### src/rtl/dual_controller_glcd_rect_writer_assert.svh
// Assertion macros for the dual-controller graphic display writer.
// Included by the RTL files that carry concurrent checks; no other dependencies.
`ifndef DUAL_CONTROLLER_GLCD_RECT_WRITER_ASSERT_SVH
`define DUAL_CONTROLLER_GLCD_RECT_WRITER_ASSERT_SVH

// Same-cycle implication, disabled during reset
`define DCG_ASSERT_IMP(label, clk, rst, ante, cons) \
   label: assert property (@(posedge clk) disable iff (rst) (ante) |-> (cons)) \
      else $error("dcglcd: same-cycle check failed");

// Next-cycle implication, disabled during reset
`define DCG_ASSERT_NXT(label, clk, rst, ante, cons) \
   label: assert property (@(posedge clk) disable iff (rst) (ante) |=> (cons)) \
      else $error("dcglcd: next-cycle check failed");

`endif

### src/rtl/dcglcd_pkg.sv
// Package for the dual-controller graphic display writer: geometry constants,
// command codes, transaction types and segment-bound helper. No dependencies.
`timescale 1ns / 1ps

package dcglcd_pkg;

   // Display geometry
   localparam int DISPLAY_COLUMNS    = 128;
   localparam int CONTROLLER_COLUMNS = 64;
   localparam int PAGE_COUNT         = 8;

   // Column bound arithmetic holds rect_x + rect_width and DISPLAY_COLUMNS
   localparam int BOUND_W = 9;

   // Controller instruction codes
   localparam logic [7:0] CMD_SETPAGE   = 8'hB8;
   localparam logic [7:0] CMD_SETCOL    = 8'h40;
   localparam logic [7:0] CMD_STARTLINE = 8'hC0;
   localparam logic [7:0] CMD_ON        = 8'h3F;
   localparam logic [7:0] COL_ADDR_MASK = 8'd63;

   // Chip select codes
   localparam logic [1:0] CS_LEFT  = 2'd1;
   localparam logic [1:0] CS_RIGHT = 2'd2;
   localparam logic [1:0] CS_BOTH  = 2'd3;

   typedef enum logic [1:0] {
      FUNC_FRAME = 2'd0,
      FUNC_RAW   = 2'd1,
      FUNC_INIT  = 2'd2
   } func_type;

   typedef enum logic [2:0] {
      CSR_RECT_X       = 3'd0,
      CSR_RECT_TOP     = 3'd1,
      CSR_RECT_WIDTH   = 3'd2,
      CSR_RECT_HEIGHT  = 3'd3,
      CSR_INVERT_MASK  = 3'd4,
      CSR_BACKLIGHT_ON = 3'd5
   } csr_index_type;

   typedef struct packed {
      logic [1:0] func;
      logic [7:0] payload_byte;
   } req_type;

   typedef struct packed {
      logic [7:0] bus_byte;
      logic       is_data;
      logic [1:0] chip_select;
      logic       backlight;
      logic       last;
      logic       rect_done;
   } rsp_type;

   typedef struct packed {
      logic [BOUND_W-1:0] lo;
      logic [BOUND_W-1:0] hi;
   } seg_type;

   // First column of a half
   function automatic logic [BOUND_W-1:0] half_base(input logic half);
      return half ? BOUND_W'(CONTROLLER_COLUMNS) : '0;
   endfunction

   // Column span of one half clipped to the rectangle and the display
   function automatic seg_type seg_bounds(input logic       half,
                                          input logic [6:0] x,
                                          input logic [7:0] w);
      logic [BOUND_W-1:0] base;
      logic [BOUND_W-1:0] s;
      logic [BOUND_W-1:0] e;
      seg_type            r;
      base = half_base(half);
      s    = BOUND_W'(x);
      e    = BOUND_W'(x) + BOUND_W'(w);
      if (s < base) s = base;
      if (e > base + BOUND_W'(CONTROLLER_COLUMNS)) e = base + BOUND_W'(CONTROLLER_COLUMNS);
      if (e > BOUND_W'(DISPLAY_COLUMNS)) e = BOUND_W'(DISPLAY_COLUMNS);
      r.lo = s;
      r.hi = e;
      return r;
   endfunction

endpackage

### src/rtl/dual_controller_glcd_rect_writer.sv
// Top level of the dual-controller graphic display writer: turns frame bytes,
// raw commands and init requests into controller bus writes. Uses dcglcd_pkg.
`timescale 1ns / 1ps
`include "dual_controller_glcd_rect_writer_assert.svh"

// Channel  Direction  Handshake             Payload
// req      in         req_valid / req_stall  req_type: func, payload_byte
// rsp      out        rsp_valid / rsp_stall  rsp_type: one bus write
// csr      in         csr_valid / csr_ready  csr_index, csr_wdata
//
// Each input transaction issues one bus write per cycle unless stalled: one for a
// frame byte inside an open segment or a raw command, two for init, three for a
// frame byte that opens a segment. The single output register sets that pace.
// A zero-write transaction (empty rectangle, unknown func) is dropped when
// accepted and holds nothing after its accept cycle.
// Reset is synchronous; traversal starts at the rectangle top afterwards.
// rsp_stall holds the output register and, through it, the input side.

module dual_controller_glcd_rect_writer (
   input  logic                 clock,
   input  logic                 reset,
   input  logic                 req_valid,
   output logic                 req_stall,
   input  dcglcd_pkg::req_type  req_data,
   output logic                 rsp_valid,
   input  logic                 rsp_stall,
   output dcglcd_pkg::rsp_type  rsp_data,
   input  logic                 csr_valid,
   output logic                 csr_ready,
   input  logic [2:0]           csr_index,
   input  logic [7:0]           csr_wdata
);
   import dcglcd_pkg::*;

   // Configuration registers
   logic [6:0] rect_x_ff;
   logic [5:0] rect_top_ff;
   logic [7:0] rect_width_ff;
   logic [6:0] rect_height_ff;
   logic [7:0] invert_mask_ff;
   logic       backlight_on_ff;

   // Traversal state; restart_ff makes the rectangle start take effect
   logic [2:0] page_ff,    page_in;
   logic       half_ff,    half_in;
   logic [7:0] column_ff,  column_in;
   logic       open_ff,    open_in;
   logic       restart_ff, restart_in;

   // Transaction in progress
   logic       cur_valid_ff, cur_valid_in;
   req_type    cur_ff;
   logic       step_ff,      step_in;

   // Output register
   logic       rsp_valid_ff, rsp_valid_in;
   rsp_type    rsp_ff;

   // Geometry derived from configuration
   seg_type    seg0, seg1, seg_cur, seg_first;
   logic       used0, used1;
   logic [2:0] page_first;
   logic [7:0] row_end;
   logic [4:0] page_end_raw;
   logic [3:0] page_end;
   logic       rect_empty;

   // Effective traversal state
   logic [2:0] page_eff;
   logic       half_eff;
   logic [7:0] column_eff;
   logic       open_eff;

   logic       csr_write;
   logic       out_free;
   logic       fire;
   logic       req_accept;
   logic       produces;
   rsp_type    gen;
   logic [7:0] column_next;
   logic [BOUND_W-1:0] col_off;
   logic       half_next;
   seg_type    seg_next;

   assign csr_ready = 1'b1;
   assign csr_write = csr_valid && csr_ready;

   // Segment bounds, page range and emptiness
   always_comb begin
      seg0         = seg_bounds(1'b0, rect_x_ff, rect_width_ff);
      seg1         = seg_bounds(1'b1, rect_x_ff, rect_width_ff);
      used0        = seg0.lo < seg0.hi;
      used1        = seg1.lo < seg1.hi;
      page_first   = rect_top_ff[5:3];
      row_end      = 8'(rect_top_ff) + 8'(rect_height_ff) + 8'd7;
      page_end_raw = row_end[7:3];
      page_end     = (page_end_raw > 5'(PAGE_COUNT)) ? 4'(PAGE_COUNT) : page_end_raw[3:0];
      rect_empty   = ({1'b0, page_first} >= page_end) || (!used0 && !used1);
      seg_first    = used0 ? seg0 : seg1;
   end

   // Pick restart values when a restart is pending
   always_comb begin
      page_eff   = restart_ff ? page_first : page_ff;
      half_eff   = restart_ff ? !used0 : half_ff;
      column_eff = restart_ff ? seg_first.lo[7:0] : column_ff;
      open_eff   = restart_ff ? 1'b0 : open_ff;
      seg_cur    = half_eff ? seg1 : seg0;
   end

   assign out_free = !rsp_valid_ff || !rsp_stall;
   assign fire     = cur_valid_ff && out_free;

   // Build the next bus write and the traversal update
   always_comb begin
      gen         = '0;
      gen.backlight = backlight_on_ff;
      page_in     = page_ff;
      half_in     = half_ff;
      column_in   = column_ff;
      open_in     = open_ff;
      restart_in  = restart_ff;
      step_in     = step_ff;
      column_next = column_eff + 8'd1;
      col_off     = (seg_cur.lo - half_base(half_eff)) & BOUND_W'(COL_ADDR_MASK);
      half_next   = 1'b0;
      seg_next    = seg0;

      case (cur_ff.func)
         FUNC_RAW: begin
            gen.bus_byte    = cur_ff.payload_byte;
            gen.chip_select = CS_BOTH;
            gen.last        = 1'b1;
         end
         FUNC_INIT: begin
            gen.bus_byte    = step_ff ? CMD_STARTLINE : CMD_ON;
            gen.chip_select = CS_BOTH;
            gen.last        = step_ff;
            if (fire) step_in = 1'b1;
         end
         FUNC_FRAME: begin
            if (!open_eff && !step_ff) begin
               // set-page to both controllers
               gen.bus_byte    = CMD_SETPAGE | 8'(page_eff);
               gen.chip_select = CS_BOTH;
               if (fire) begin
                  page_in    = page_eff;
                  half_in    = half_eff;
                  column_in  = seg_cur.lo[7:0];
                  open_in    = 1'b0;
                  restart_in = 1'b0;
                  step_in    = 1'b1;
               end
            end else if (!open_eff) begin
               // set-column to the controller of this half
               gen.bus_byte    = CMD_SETCOL | col_off[7:0];
               gen.chip_select = half_eff ? CS_RIGHT : CS_LEFT;
               if (fire) open_in = 1'b1;
            end else begin
               // data write, then advance the traversal
               gen.bus_byte    = cur_ff.payload_byte ^ invert_mask_ff;
               gen.is_data     = 1'b1;
               gen.chip_select = half_eff ? CS_RIGHT : CS_LEFT;
               gen.last        = 1'b1;
               page_in         = page_eff;
               half_in         = half_eff;
               column_in       = column_next;
               open_in         = 1'b1;
               if ((BOUND_W'(column_next) >= seg_cur.hi) || (column_next == 8'd0)) begin
                  open_in = 1'b0;
                  if (!half_eff && used1) begin
                     half_next = 1'b1;
                     seg_next  = seg1;
                     half_in   = half_next;
                     column_in = seg_next.lo[7:0];
                  end else if (({1'b0, page_eff} + 4'd1) < page_end) begin
                     half_next = !used0;
                     seg_next  = used0 ? seg0 : seg1;
                     page_in   = page_eff + 3'd1;
                     half_in   = half_next;
                     column_in = seg_next.lo[7:0];
                  end else begin
                     gen.rect_done = 1'b1;
                  end
               end
               if (!fire) begin
                  page_in    = page_ff;
                  half_in    = half_ff;
                  column_in  = column_ff;
                  open_in    = open_ff;
               end else begin
                  restart_in = gen.rect_done;
               end
            end
         end
         default: begin
            gen.chip_select = CS_BOTH;
         end
      endcase

      // a configuration write restarts the traversal
      if (csr_write && (csr_index <= CSR_BACKLIGHT_ON)) restart_in = 1'b1;
   end

   // Accept a new transaction when nothing is pending or the last write leaves
   assign req_stall  = cur_valid_ff && !(fire && gen.last);
   assign req_accept = req_valid && !req_stall;

   always_comb begin
      case (req_data.func) inside
         FUNC_RAW, FUNC_INIT: produces = 1'b1;
         FUNC_FRAME:          produces = !rect_empty;
         default:             produces = 1'b0;
      endcase
      cur_valid_in = cur_valid_ff;
      if (fire && gen.last) cur_valid_in = 1'b0;
      if (req_accept) cur_valid_in = produces;
      rsp_valid_in = out_free ? fire : rsp_valid_ff;
   end

   // Control registers
   always_ff @(posedge clock) begin
      if (reset) begin
         cur_valid_ff <= 1'b0;
         rsp_valid_ff <= 1'b0;
         restart_ff   <= 1'b1;
         open_ff      <= 1'b0;
         step_ff      <= 1'b0;
      end else begin
         cur_valid_ff <= cur_valid_in;
         rsp_valid_ff <= rsp_valid_in;
         restart_ff   <= restart_in;
         open_ff      <= open_in;
         step_ff      <= req_accept ? 1'b0 : step_in;
      end
   end

   // Configuration registers
   always_ff @(posedge clock) begin
      if (reset) begin
         rect_x_ff       <= 7'd0;
         rect_top_ff     <= 6'd0;
         rect_width_ff   <= 8'd128;
         rect_height_ff  <= 7'd64;
         invert_mask_ff  <= 8'd0;
         backlight_on_ff <= 1'b1;
      end else if (csr_write) begin
         unique case (csr_index)
            CSR_RECT_X:       rect_x_ff       <= csr_wdata[6:0];
            CSR_RECT_TOP:     rect_top_ff     <= csr_wdata[5:0];
            CSR_RECT_WIDTH:   rect_width_ff   <= csr_wdata;
            CSR_RECT_HEIGHT:  rect_height_ff  <= csr_wdata[6:0];
            CSR_INVERT_MASK:  invert_mask_ff  <= csr_wdata;
            CSR_BACKLIGHT_ON: backlight_on_ff <= csr_wdata[0];
            default: ;
         endcase
      end
   end

   // Payload and traversal registers
   always_ff @(posedge clock) begin
      if (req_accept) cur_ff <= req_data;
      if (fire) rsp_ff <= gen;
      page_ff   <= page_in;
      half_ff   <= half_in;
      column_ff <= column_in;
   end

   assign rsp_valid = rsp_valid_ff;
   assign rsp_data  = rsp_ff;

   // Checks
   `DCG_ASSERT_IMP(a_done_is_last, clock, reset, rsp_valid_ff && rsp_ff.rect_done, rsp_ff.last && rsp_ff.is_data)
   `DCG_ASSERT_IMP(a_data_one_chip, clock, reset, rsp_valid_ff && rsp_ff.is_data, rsp_ff.chip_select != CS_BOTH)
   `DCG_ASSERT_IMP(a_stall_needs_work, clock, reset, !cur_valid_ff, !req_stall)
   `DCG_ASSERT_NXT(a_csr_restarts, clock, reset, csr_write && (csr_index <= CSR_BACKLIGHT_ON), restart_ff)
   `DCG_ASSERT_NXT(a_rsp_hold, clock, reset, rsp_valid_ff && rsp_stall, rsp_valid_ff && $stable(rsp_ff))

endmodule
### config.mk
export PLATFORM = sky130hd
export DESIGN_NAME = dual_controller_glcd_rect_writer
export DESIGN_NICKNAME = d
export VERILOG_FILES = /design/src/rtl/dcglcd_pkg.sv /design/src/rtl/dual_controller_glcd_rect_writer.sv
export VERILOG_INCLUDE_DIRS = /design/src /design/src/rtl
export SDC_FILE = /design/constraint.sdc
export NUM_CORES = 1
export LEC_CHECK = 0
export BUFFER_PORTS_ARGS = -buffer_cell sky130_fd_sc_hd__clkbuf_2
export CAP_MARGIN = 20
export CELL_PAD_IN_SITES_DETAIL_PLACEMENT = 2
export CELL_PAD_IN_SITES_GLOBAL_PLACEMENT = 2
export CORE_MARGIN = 4
export CORE_UTILIZATION = 42
export CTS_BUF_LIST = sky130_fd_sc_hd__clkbuf_8
export DETAILED_ROUTE_END_ITERATION = 16
export GPL_ROUTABILITY_DRIVEN = 0
export PLACE_DENSITY = 0.95
export SLEW_MARGIN = 10
export SYNTH_ARGS = -nofsm -noshare
export SYNTH_HDL_FRONTEND = slang
export SYNTH_SLANG_ARGS = --single-unit
### constraint.sdc
create_clock -name clock -period 10.69 [get_ports clock]
set_clock_uncertainty 0.2 [all_clocks]
set_input_delay 0 -clock clock [delete_from_list [all_inputs] [get_ports clock]]
set_output_delay 0 -clock clock [all_outputs]
set_load 0.005 [all_outputs]
; Word level (Yosys, flattened, before mapping)
; Index checks and enable logic that the tools add are counted.
[classes]
n_addsub = 7
n_lt_le_gt_ge = 12
eq_ne = 10
muxes = 61
bitwise = 3
reduce_logical = 42
[ops]
columns = op, n
row1 = 2-to-1 mux 8 bit, 11
row2 = 2-to-1 mux 9 bit, 4
row3 = 2-to-1 mux 16 bit, 2
row4 = 2-to-1 mux 1 bit, 28
row5 = "greater-than comparator 9 x 8 -> 1 bit, second input constant", 3
row6 = 2-to-1 mux 3 bit, 8
row7 = case mux 8 bit (3 select lines), 1
row8 = AND reduction 2 bit, 8
row9 = zero test 1 bit, 10
row10 = adder 7 x 8 -> 9 bit, 1
row11 = >= comparator 8 x 9 -> 1 bit, 1
row12 = "greater-than comparator 9 x 7 -> 1 bit, second input constant", 1
row13 = less-than comparator 7 x 9 -> 1 bit, 1
row14 = less-than comparator 9 bit, 1
row15 = adder 6 x 7 -> 8 bit, 1
row16 = "adder 8 x 1 -> 8 bit, second input constant", 1
row17 = "adder 8 x 3 -> 8 bit, second input constant", 1
row18 = logical AND 1 bit, 8
row19 = zero test 8 bit, 1
row20 = OR reduction 2 bit, 4
row21 = XOR 8 bit, 1
row22 = "less-than comparator 7 bit, second input constant", 1
row23 = 2-to-1 mux 7 bit, 1
row24 = "equality test 3 x 2 -> 1 bit, second input constant", 2
row25 = 23 further kinds, 34
[word_totals]
regBits = 78
in_bits = 26
out_inout_bits = 17
elab_cells = 157

; Longest topological paths before layout
; Gate-level depths: netlist of run 1.
[depth]
depth_word = 21
mapped_depth = 32

; Worst setup path after synthesis of run 1
; Ideal clock, no wire load.
[synth_path]
path_kind = register to register
startpoint = register rect_x_ff[4]
endpoint = register page_ff[1] (data pin)
t_arrival_ns = 6.522
required_ns = 10.228
path_slack_ns = 3.705
stages_incl_launch_ff = 31
path_buffers = 1
synth_period_minus_slack_ns = 6.985
path_cell_list = dfxtp_1 ha_1 a21o_1 a21oi_1 xnor2_1 or4b_2 nor3_1 nor2_1 nor2_1 nand2_1 ha_1 and4_1 and3_1 clkbuf_1 a311oi_4 o21ai_0 o2bb2ai_1 ha_1 and3_1 o221ai_1 a311oi_2 nor3_1 ha_1 nor2b_1 o21ai_0 a21oi_1 o211ai_1 nand2_1 a31oi_4 nor4b_4 mux2_1
[synth_between]
elab_chain_cells = 15
word_cells_on_any_way = 29
cone_classes = add/sub (2) / order compare (8) / mux (14) / reduce/logical (5)
[synth_lines]
columns = item, line
row1 = "start, declared", dual_controller_glcd_rect_writer.sv:36  ; logic [6:0] rect_x_ff;
row2 = "start signal, assigned", dual_controller_glcd_rect_writer.sv:249  ; CSR_RECT_X: rect_x_ff <= csr_wdata[6:0];
row3 = adder 7 x 8 -> 9 bit, dcglcd_pkg.sv:76  ; e = BOUND_W'(x) + BOUND_W'(w);
row4 = greater-than comparator 9 x 7 -> 1 bit, dcglcd_pkg.sv:78  ; if (e > base + BOUND_W'(CONTROLLER_COLUMNS)) e = base + BOUND_W'(CONTROLLER_COLUMNS);
row5 = 2-to-1 mux 9 bit, dcglcd_pkg.sv:78
row6 = greater-than comparator 9 x 8 -> 1 bit, dcglcd_pkg.sv:79  ; if (e > BOUND_W'(DISPLAY_COLUMNS)) e = BOUND_W'(DISPLAY_COLUMNS);
row7 = 2-to-1 mux 9 bit, dcglcd_pkg.sv:79
row8 = less-than comparator 7 x 9 -> 1 bit, dual_controller_glcd_rect_writer.sv:92  ; used0 = seg0.lo < seg0.hi;
row9 = 2-to-1 mux 16 bit or zero test 1 bit (tied branches), --
row10 = 2-to-1 mux 8 bit or 2-to-1 mux 1 bit (tied branches), "dual_controller_glcd_rect_writer.sv:106, dual_controller_glcd_rect_writer.sv:105"
row11 = adder 8 x 1 -> 8 bit (tied with other cells), dual_controller_glcd_rect_writer.sv:124  ; column_next = column_eff + 8'd1;
row12 = >= comparator 8 x 9 -> 1 bit (tied with other cells), dual_controller_glcd_rect_writer.sv:169  ; if ((BOUND_W'(column_next) >= seg_cur.hi) || (column_next == 8'd0)) begin
row13 = logical OR 1 bit or 2-to-1 mux 3 bit (tied branches), "dual_controller_glcd_rect_writer.sv:169, dual_controller_glcd_rect_writer.sv:171"
row14 = 2-to-1 mux 3 bit (*), dual_controller_glcd_rect_writer.sv:169
row15 = 2-to-1 mux 3 bit (*), dual_controller_glcd_rect_writer.sv:186  ; if (!fire) begin
row16 = 2-to-1 mux 3 bit (*), dual_controller_glcd_rect_writer.sv:154  ; end else if (!open_eff) begin
row17 = 2-to-1 mux 3 bit (*), dual_controller_glcd_rect_writer.sv:142  ; if (!open_eff && !step_ff) begin
row18 = "end signal, assigned", dual_controller_glcd_rect_writer.sv:264  ; page_ff <= page_in;
row19 = "end, declared", dual_controller_glcd_rect_writer.sv:44  ; logic [2:0] page_ff, page_in;
; Mark *: on every way between the ends. The rest lies on a longest branch, timed or not. The select of a mux whose other input is x is not followed.
; A chain may end at the register's enable or synchronous reset.

; Worst setup path after layout of run 1
[layout_path]
startpoint = register rect_x_ff[2]
endpoint = register column_ff[1] (data pin)
[layout_between]
elab_chain_cells = 15
word_cells_on_any_way = 31
cone_classes = add/sub (2) / order compare (8) / mux (16) / reduce/logical (5)
[layout_lines]
columns = item, line
row1 = adder 7 x 8 -> 9 bit, dcglcd_pkg.sv:76
row2 = greater-than comparator 9 x 7 -> 1 bit, dcglcd_pkg.sv:78
row3 = 2-to-1 mux 9 bit, dcglcd_pkg.sv:78
row4 = greater-than comparator 9 x 8 -> 1 bit, dcglcd_pkg.sv:79
row5 = 2-to-1 mux 9 bit, dcglcd_pkg.sv:79
row6 = less-than comparator 7 x 9 -> 1 bit, dual_controller_glcd_rect_writer.sv:92
row7 = 2-to-1 mux 16 bit or zero test 1 bit (tied branches), "dual_controller_glcd_rect_writer.sv:178, dual_controller_glcd_rect_writer.sv:105"
row8 = 2-to-1 mux 8 bit or 2-to-1 mux 1 bit (tied branches), "dual_controller_glcd_rect_writer.sv:106, dual_controller_glcd_rect_writer.sv:105"
row9 = adder 8 x 1 -> 8 bit (tied with other cells), dual_controller_glcd_rect_writer.sv:124
row10 = >= comparator 8 x 9 -> 1 bit (tied with other cells), dual_controller_glcd_rect_writer.sv:169
row11 = logical OR 1 bit or 2-to-1 mux 8 bit (tied branches), "dual_controller_glcd_rect_writer.sv:169, dual_controller_glcd_rect_writer.sv:171"
row12 = 2-to-1 mux 8 bit, dual_controller_glcd_rect_writer.sv:169
row13 = 2-to-1 mux 8 bit, dual_controller_glcd_rect_writer.sv:186
row14 = 2-to-1 mux 8 bit, dual_controller_glcd_rect_writer.sv:154
row15 = 2-to-1 mux 8 bit (*), dual_controller_glcd_rect_writer.sv:142
row16 = "end signal, assigned", dual_controller_glcd_rect_writer.sv:266  ; column_ff <= column_in;
row17 = "end, declared", dual_controller_glcd_rect_writer.sv:46  ; logic [7:0] column_ff, column_in;
; Marks and branches as above.

==> results of run 1 <==
worst max-delay path by stage:
stage                       from           end  slack (ps)  cells after the start
finish              rect_x_ff[2]  column_ff[1]        1370                     30
CTS                 rect_x_ff[2]  column_ff[1]        1660                     30
global placement    rect_x_ff[2]  column_ff[3]        2840                     30
detailed placement  rect_x_ff[2]  column_ff[4]        1980                     30
global route        rect_x_ff[2]  column_ff[1]         970                     30
floorplan           rect_x_ff[4]    page_ff[1]        3710                     30
layer usage:
metal / vias up / global-route usage [%]
met2: 352 / 60.9
met4: 0 / 19.3
met3: 137 / 6.69
met1: 2746 / 39.8
li1: 2325 / -
met5: - / 0
per-stage QoR:
step	setup WS, ps	std cells	utilization, %	total power (µW)	cell area (µm²)
after floorplan	3710	608	-	408	5350
after global placement	2840	792	46.5	437	5680
after detailed placement	1980	792	46.5	449	5680
after CTS	1660	833	50.2	695	6130
after global routing	974	833	50.2	728	6130
final	1370	833	50.2	707	6130
logic make-up (layout without fill, tap and decap cells):
logic type / count (synthesis) / in the layout / synth area share (%)
other cells: 1 / 1 / 0.0701
mux: 21 / 21 / 3.98
buf+inv: 54 / 111 / 3.95
flops: 78 / 78 / 35.9
xor+xnor: 19 / 19 / 3.25
compound gates: 164 / 164 / 21.9
fa+ha+maj: 46 / 46 / 10.9
simple gates: 225 / 225 / 20.0
placed cells by master (no fill, tap or decap), types with 16 or more instances in the layout:
| cell | synthesis | final |
|---|---|---|
| a21oi_1 | 42 | 42 |
| clkbuf_2 | 0 | 41 |
| dfxtp_1 | 42 | 42 |
| dlygate4sd3_1 | 0 | 25 |
| edfxtp_1 | 36 | 36 |
| ha_1 | 45 | 45 |
| inv_1 | 23 | 24 |
| mux2i_1 | 19 | 19 |
| nand2_1 | 66 | 66 |
| nor2_1 | 72 | 72 |
| nor3_1 | 16 | 16 |
| o21ai_0 | 25 | 25 |
worst reg2reg max path: cells and delay by family (launching register included):
family | cells | cell delay [ps]
AO/OA/AOI/OAI | 16 | 4400
flip-flops | 1 | 700
adder cells (fa/ha/maj) | 4 | 1360
XOR/XNOR | 1 | 160
AND/OR/NAND/NOR | 9 | 2250
layout make-up:
cell class | instances | share of cell area, %
Sequential cell | 78 | 31.4
Timing Repair Buffer | 70 | 7.92
Tap cell | 168 | 3.43
Multi-Input combinational cell | 476 | 52.5
Clock buffer | 9 | 2.02
Inverter | 25 | 1.53
Clock inverter | 7 | 1.20
power breakdown:
group,total (µW),switching [µW],internal (µW)
clock network,242,133,109
logic,127,82.1,44.9
registers,338,13.8,324
total,707,229,478
registers in the layout (all words and copies together) (netlist names):
register / flops
rect_x_ff: 7
step_ff: 1
cur_valid_ff: 1
rect_width_ff: 8
half_ff: 1
rect_top_ff: 6
cur_ff: 10
restart_ff: 1
rsp_valid: 1
rect_height_ff: 7
rsp_data: 14
open_ff: 1
invert_mask_ff: 8
backlight_on_ff: 1
column_ff: 8
page_ff: 3
repair_timing:
item                      CTS  global route
setup buffers               0             0
hold endpoints to repair   50             0
hold buffers               25             0
==> results.md, run 1 <==
* Starting Density at between 40% and 50%
* Number of synthesized flops with an enable pin at 36
* Setup tns final at 0 ps
* Row Count at 40
* CTS max path bufs at 2
* # fillers at 1358
* Hold path endpoint: cur_ff[2]
* Vias at roughly 5600
* Final ANT Viol Nets at 0
* Final WL at roughly 25000 µm
* Synthesized area per cell at between 8 and 9 µm²
* Total clock sinks at 78
* Post-DP HPWL at 15300 µm
* Post-DR vias/cell at 6.67
* Top post-synthesis cells by count: nor2_1 (72), nand2_1 (66), ha_1 (45)
* Largest area contributor in the netlist: edfxtp_1
* Iter 0 DRT Violations at approximately 510
* Cell family with most CP delay: compound AO/OA/AOI/OAI gates
* Final Max Slew Viols at 0
* Reg area at ~1900 µm²
* Drt wl/cell at roughly 30 µm
* Hold Path Depth at 2
* CP startpoint kind: flip-flop
* Slowest cell on crit path: dfxtp_1
* Slowest cell delay on critical path at 700 ps
* Num CTS Buffers at 9
* First-pass GRT wire length at 38300 µm
* Actual slew at the worst max-slew pin at ~1000 ps
* Metal-1 WL at 9270 µm
* Met3 WL at between 1500 and 2000 µm
* Hold Slack at 153 ps
* # DRC at 0
* Ratio of cells with drive above 1 in the final layout at a little under an eighth
* Min-delay src: req_data[2]
* Die area at 14600 µm²
* Ant diodes at 0
* CTS tree: built
* Top routing layer used: met4
* Count leader, synth: nor2_1
* Main synth FF type: dfxtp_1
* Buf/Inv on CP at 0
* Synth top area cells: edfxtp_1 (20%), dfxtp_1 (16%), ha_1 (11%)
* FF-to-FF path depth at 30
* Max H-tree Level at 3
* Leakage at approximately 0.0025 µW
* Launching point of the worst reg2reg path: rect_x_ff[2]
* Hold crit path type: input port to flip-flop
* Antenna violations before repair at 0
* Port Buffers at 41
* Clk root buf: clkbuf_8
* Max Clock Freq at 107 MHz
* CP Class: flip-flop to flip-flop
* Drt first pass iters at 5
* Largest net degree at the start of global routing at 43
* Critical path arrival at 9250 ps
* R2r endpoint: column_ff[1]
* GRT Util Overall at 34.9%
* Synth unique cells at 76
* Worst EP required at 10620 ps
* Min Tclk post-route at 9320 ps
* Setup violations, final at 0
* Synthesis Warnings at 0
* Post-Synthesis Cell Area at between 5000 and 6000 µm²
* Number of global-route vias before repair at 6294
* Unrepaired setup endpoints after global routing: no
* Core area at roughly 12000 µm²
* Final worst-path cycle share at 87.2%
* Synth async-reset ratio at 0%
* Ports at 43
* Die span in y at 121 µm
* Maximum vdd drop at between 0.00007 and 0.00008 V
* Crit Path Max Fanout at 11
* CP Capture Type: flip-flop
* Multi-input gate area at 3220 µm²
* Share of the synthesized area in the top cell type at 20.2%
* Most frequent CP cell: ha_1
* Reg2Reg Setup Slack at 1370 ps
* Max-cap viol count at 0
* Register area share after synthesis at 35.9%
* Met2 routed WL at about 12000 µm
* P&R area growth vs syn at 14.6%
* Final Hold Viols at 0
* Fin nets at approximately 730
* Status: finished, final reports clean
* PostCTS Resize Cnt at 0
* Die width at ~120 µm
* Clk Latency, worst-skew pair at 380 ps
* Rel. slew slack at 29.5%
* Cell count after synthesis at 608
* Clock slew at reported path FFs at 100 ps
* Gr ovfl total at 0
* Power Density at 115 nW/µm²
* Syn_nets at 680
* Flops & latches, synth at between 70 and 80
Note: power is estimated with default switching activity, not from simulation.
==> run 2, diff against run 1 <==
PLACE_DENSITY = 0.93   (was 0.95)
==> run 2 against run 1 <==
Against the previous run: cell area shrank 0.45%; routed wire length rose by 4.4%; sequential cell count stayed put; sequential share of layout area is 0.14 points higher; maximum frequency is 3.3% lower; highest routed layer unchanged; critical endpoint is now column_ff[0]; register-to-register slack lost 310 ps; worst setup slack worse by 310 ps; power shrank 2.6%; critical path type unchanged; via count is 1.4% higher; core utilization fell by 0.23 points.
==> results.md, run 2 (synthesis results as in run 1) <==
* Status: finished, final reports clean (unchanged)
* Die span in y at 121 µm (unchanged)
* P&R area growth vs syn at 14.1% (was 14.6%)
* Gr ovfl total at 0 (unchanged)
* Unrepaired setup endpoints after global routing: no (unchanged)
* Max H-tree Level at 3 (unchanged)
* Hold-fix buffer count after cts at 24 (was 25)
* Clk root buf: clkbuf_8 (unchanged)
* CP Class: flip-flop to flip-flop (unchanged)
* Drt first pass iters at 7 (was 5)
* Largest net degree at the start of global routing at 43 (unchanged)
* Maximum vdd drop at 0.0000977 V (was 0.0000791 V)
* Worst EP required at 10600 ps (was 10620 ps)
* Number of global-route vias before repair at 6264 (was 6294)
* Setup slack after layout at 1060 ps (was 1370 ps)
* Starting Density at 43.8% (unchanged)
* Die width at 121 µm (unchanged)
* Antenna violations before repair at 0 (unchanged)
* Commonest non-fill, non-tap cells in the layout: nor2_1 (72), nand2_1 (66), ha_1 (45) (unchanged)
* Post-DR vias/cell at 6.77 (was 6.67)
* Row Count at 40 (unchanged)
* Final Hold Viols at 0 (unchanged)
* Slowest cell delay on critical path at 730 ps (was 700 ps)
* Clock slew at reported path FFs at 90 ps (was 100 ps)
* CTS tree: built (unchanged)
* Drt wl/cell at 31.3 µm (was 30.0 µm)
* GRT Util Overall at 34.5% (was 34.9%)
* CP startpoint kind: flip-flop (unchanged)
* Ratio of cells with drive above 1 in the final layout at 11.9% (was 11.7%)
* Core area at 12200 µm² (unchanged)
* CP Capture Type: flip-flop (unchanged)
* Ant diodes at 0 (unchanged)
* Slowest cell on crit path: dfxtp_1 (unchanged)
* Rel. slew slack at 29.7% (was 29.5%)
* Num CTS Buffers at 9 (unchanged)
* Max Clock Freq at 104 MHz (was 107 MHz)
* Max-cap viol count at 0 (unchanged)
* Crit Path Max Fanout at 9 (was 11)
* Post-CTS setup buffers at 0 (unchanged)
* Final ANT Viol Nets at 0 (unchanged)
* Final worst-path cycle share at 90.1% (was 87.2%)
* Most common cell after layout, fill and taps aside: nor2_1 (unchanged)
* Die area at 14600 µm² (unchanged)
* Port Buffers at 41 (unchanged)
* Final Max Slew Viols at 0 (unchanged)
* Ports at 43 (unchanged)
* PostCTS Resize Cnt at 0 (unchanged)
* Max FFs per register at 14 (unchanged)
* Power Density at 113 nW/µm² (was 115 nW/µm²)
* Setup tns final at 0 ps (unchanged)
* Setup violations, final at 0 (unchanged)
* First-pass GRT wire length at 38000 µm (was 38300 µm)
* Min Tclk post-route at 9630 ps (was 9320 ps)
* Post-DP HPWL at 16000 µm (was 15300 µm)
* Fin nets at 732 (unchanged)
* Iter 0 DRT Violations at 506 (was 508)
* DP Worst Slack at 2000 ps (was 1980 ps)
* Leakage at 0.00249 µW (was 0.00248 µW)
* Hold crit path type: input port to flip-flop (unchanged)
* Total clock sinks at 78 (unchanged)
* Most frequent CP cell: ha_1 (unchanged)
* CTS max path bufs at 2 (unchanged)
* Vias at 5640 (was 5560)
* Actual slew at the worst max-slew pin at 1030 ps (was 1050 ps)
* # DRC at 0 (unchanged)
* Clk Latency, worst-skew pair at 390 ps (was 380 ps)
* Critical path arrival at 9540 ps (was 9250 ps)
* Final WL at 26100 µm (was 25000 µm)
run 2: cell types whose count changed in the layout (fill, tap and decap cells not counted), sizes merged:
cell         change
clkinvlp         -3
dlygate4sd3      -1
bufinv           -1
clkinv           +4
clkbuf           +1
buf              +1
inv              -1
run 2: metrics by stage:
stage                     area (µm²)  hold WS (ps)  total power (µW)  instances  utilization (%)
after floorplan                 5350          -101               408        608                -
after detailed placement        5680         -20.4               450        792             46.5
after CTS                       6100          5.50               666        832             49.9
after global routing            6100          76.6               705        833             50.0
final                           6100          38.2               689        833             50.0
after global placement          5680         -22.5               437        792             46.5
run 2: final timing paths:
kind / start / depth (start not counted) / endpoint / slack (ps)
worst max register to register: rect_x_ff[3] / 30 / column_ff[0] / 1060
worst min register to register: rect_height_ff[0] / 2 / rect_height_ff[0] / 280
worst max-delay path: rect_x_ff[3] / 30 / column_ff[0] / 1060
worst min-delay path: csr_index[2] / 5 / restart_ff / 40
run 2: power breakdown:
group          total, µW  switching (µW)  internal [µW]
Sequential           338            13.5            324
Combinational        129            84.0           45.1
Clock                221             131           90.3
run 2: layer usage:
metal | wire length, µm | up-vias | global-route usage (%)
li1 | - | 2328 | -
met1 | 9730 | 2825 | 38.7
met2 | 13100 | 367 | 60.6
met3 | 1890 | 120 | 7.90
met4 | 1370 | 0 | 18.2
met5 | 0 | - | 0
run 2: critical path: cells and delay by family, from the launching register on:
kind	cells	cell delay [ps]
adders and majority gates	4	1400
and+or+nand+nor	9	2310
AOI/OAI and AO/OA	16	4510
xor gates and xnor gates	1	160
DFF	1	730
run 2: cell type report:
| class | count | area (µm²) |
|---|---|---|
| Fill cell | 1317 | 6110 |
| Multi-Input combinational cell | 476 | 3220 |
| Sequential cell | 78 | 1920 |
| Timing Repair Buffer | 70 | 480 |
| Tap cell | 168 | 210 |
| Clock buffer | 10 | 138 |
| Inverter | 25 | 93.8 |
| Clock inverter | 6 | 37.5 |
==> run 3, diff against run 2 <==
CORE_ASPECT_RATIO = 0.6   (was unset)
MAX_ROUTING_LAYER = met4   (was unset)
PLACE_DENSITY = 0.85   (was 0.93)
==> run 3 against run 2 <==
Against the previous run: sequential power about the same; die area rose by 0.41%; clock-buffer cell count fell by 1; critical endpoint is now column_ff[4]; critical path type unchanged; register-to-register slack improved by 630 ps; clock power is 10% higher; highest routed layer unchanged; global-route usage is 2.7 points lower; combinational power fell by 6%; power is 1.8% higher; first-iteration DRC count fell by 12%; via count fell by 7.6%.
==> results.md, run 3 (synthesis results as in run 1) <==
* Hold Slack at 139 ps (was 38.2 ps)
* P&R area growth vs syn at 14.9% (was 14.1%)
* Worst EP required at 10630 ps (was 10600 ps)
* # DRC at 0 (unchanged)
* Max-cap viol count at 0 (unchanged)
* Starting Density at 43.6% (was 43.8%)
* Clock slew at reported path FFs at 100 ps (was 90 ps)
* Rel. slew slack at 30.2% (was 29.7%)
* Final ANT Viol Nets at 0 (unchanged)
* R2r endpoint: column_ff[4] (was column_ff[0])
* PostCTS Resize Cnt at 0 (unchanged)
* Largest net degree at the start of global routing at 43 (unchanged)
* Iter 0 DRT Violations at 444 (was 506)
* Launching point of the worst reg2reg path: rect_x_ff[2] (was rect_x_ff[3])
* CP Capture Type: flip-flop (unchanged)
* Gr ovfl total at 0 (unchanged)
* Max FFs per register at 14 (unchanged)
* Fin nets at 734 (was 732)
* Actual slew at the worst max-slew pin at 1020 ps (was 1030 ps)
* Critical path startpoint: rect_x_ff[2] (was rect_x_ff[3])
* Most frequent CP cell: ha_1 (unchanged)
* Cell Count, Final, Fillers Out at 832 (was 833)
* CTS tree: built (unchanged)
* Drt first pass iters at 5 (was 7)
* Final WL at 22200 µm (was 26100 µm)
* Ports at 43 (unchanged)
* Die area at 14700 µm² (was 14600 µm²)
* Commonest non-fill, non-tap cells in the layout: nor2_1 (72), nand2_1 (66), ha_1 (45) (unchanged)
* Die span in y at 95.4 µm (was 121 µm)
* Final Max Slew Viols at 0 (unchanged)
* CTS max path bufs at 2 (unchanged)
* Crit Path Max Fanout at 11 (was 9)
* Status: finished, final reports clean (unchanged)
* FF-to-FF path depth at 30 (unchanged)
* Antenna violations before repair at 0 (unchanged)
* CP Class: flip-flop to flip-flop (unchanged)
* First-pass GRT wire length at 34400 µm (was 38000 µm)
* Placed cells at 789 (was 792)
* Number of global-route vias before repair at 5710 (was 6264)
* Leakage at 0.00249 µW (about the same)
* Critical Path End: column_ff[4] (was column_ff[0])
* Tot Pwr at 701 µW (was 689 µW)
* Final worst-path cycle share at 84.2% (was 90.1%)
* Slowest cell delay on critical path at 670 ps (was 730 ps)
* Critical path arrival at 8940 ps (was 9540 ps)
* Ant diodes at 0 (unchanged)
* Reg2Reg Setup Slack at 1690 ps (was 1060 ps)
* Maximum vdd drop at 0.0000742 V (was 0.0000977 V)
* Total clock sinks at 78 (unchanged)
* Vias at 5214 (was 5640)
* Power Density at 114 nW/µm² (was 113 nW/µm²)
* Ratio of cells with drive above 1 in the final layout at 11.7% (was 11.9%)
* Drt wl/cell at 26.6 µm (was 31.3 µm)
* Final Hold Viols at 0 (unchanged)
* CP startpoint kind: flip-flop (unchanged)
* Num CTS Buffers at 9 (unchanged)
* Max H-tree Level at 3 (unchanged)
* Unrepaired setup endpoints after global routing: no (unchanged)
* Post-DP HPWL at 15100 µm (was 16000 µm)
* Setup violations, final at 0 (unchanged)
* Min Tclk post-route at 9000 ps (was 9630 ps)
* Hold crit path type: input port to flip-flop (unchanged)
* Setup tns final at 0 ps (unchanged)
* Most common cell after layout, fill and taps aside: nor2_1 (unchanged)
* Clk Latency, worst-skew pair at 380 ps (was 390 ps)
* Max Clock Freq at 111 MHz (was 104 MHz)
* Core area at 12300 µm² (was 12200 µm²)
* Final design utilization at 50.1% (was 50.0%)
* Clk root buf: clkbuf_8 (unchanged)
* GRT Util Overall at 31.8% (was 34.5%)
* Die width at 154 µm (was 121 µm)
* # fillers at 1358 (was 1317)
* Post-DR vias/cell at 6.27 (was 6.77)
* Port Buffers at 41 (unchanged)
* Row Count at 31 (was 40)
* Slowest cell on crit path: or4b_2 (was dfxtp_1)
-- run 3: power breakdown --
group          internal, µW  total (µW)  switching (µW)
sequential              324         337            13.0
combinational          44.5         121            76.2
clock                   109         243             134
total                   478         701             223
-- run 3: timing repair --
| item | 4_1_cts | 5_1_grt |
|---|---|---|
| endpoints found under the hold margin | 51 | 0 |
| hold buffers | 27 | 0 |
| buffers inserted | 0 | 0 |
-- run 3: worst min path at each step --
stage / start / cells after the start / slack (ps) / endpoint
3_5_place_dp: req_data[6] / 1 / -10 / cur_ff[6]
2_1_floorplan: req_data[0] / 0 / -100 / cur_ff[0]
4_1_cts: req_data[3] / 2 / 130 / cur_ff[3]
3_3_place_gp: req_data[7] / 1 / -20 / cur_ff[7]
6_report: req_data[5] / 2 / 140 / cur_ff[5]
5_1_grt: req_data[3] / 2 / 150 / cur_ff[3]
-- run 3: layer usage --
metal / vias to the layer above / global-route usage [%] / share of wire (%)
met5: - / - / 0
met3: 35 / 7.35 / 6.8
met2: 212 / 52.0 / 47
met1: 2637 / 40.6 / 45
met4: 0 / 7.71 / 1.7
li1: 2330 / - / -
-- run 3: worst max-delay path: cells and delay by family (launching register included) --
family          cells  cell delay (ps)
fa+ha+maj           4             1320
xor+xnor            1              180
simple gates        9             2150
flops               1              640
compound gates     16             4260
-- run 3: metrics by stage --
step / instance area (µm²) / worst slack (ps)
after floorplan: 5350 / 3710
after global placement: 5680 / 2710
after detailed placement: 5680 / 2070
after CTS: 6140 / 2090
after global routing: 6140 / 1200
final: 6140 / 1690
-- run 3: layout make-up --
class	count	area [µm²]	share of cell area [%]
Timing Repair Buffer	72	505	8.23
Multi-Input combinational cell	476	3220	52.4
Tap cell	165	206	3.36
Clock buffer	9	124	2.02
Sequential cell	78	1920	31.3
Clock inverter	7	72.6	1.18
Inverter	25	93.8	1.53
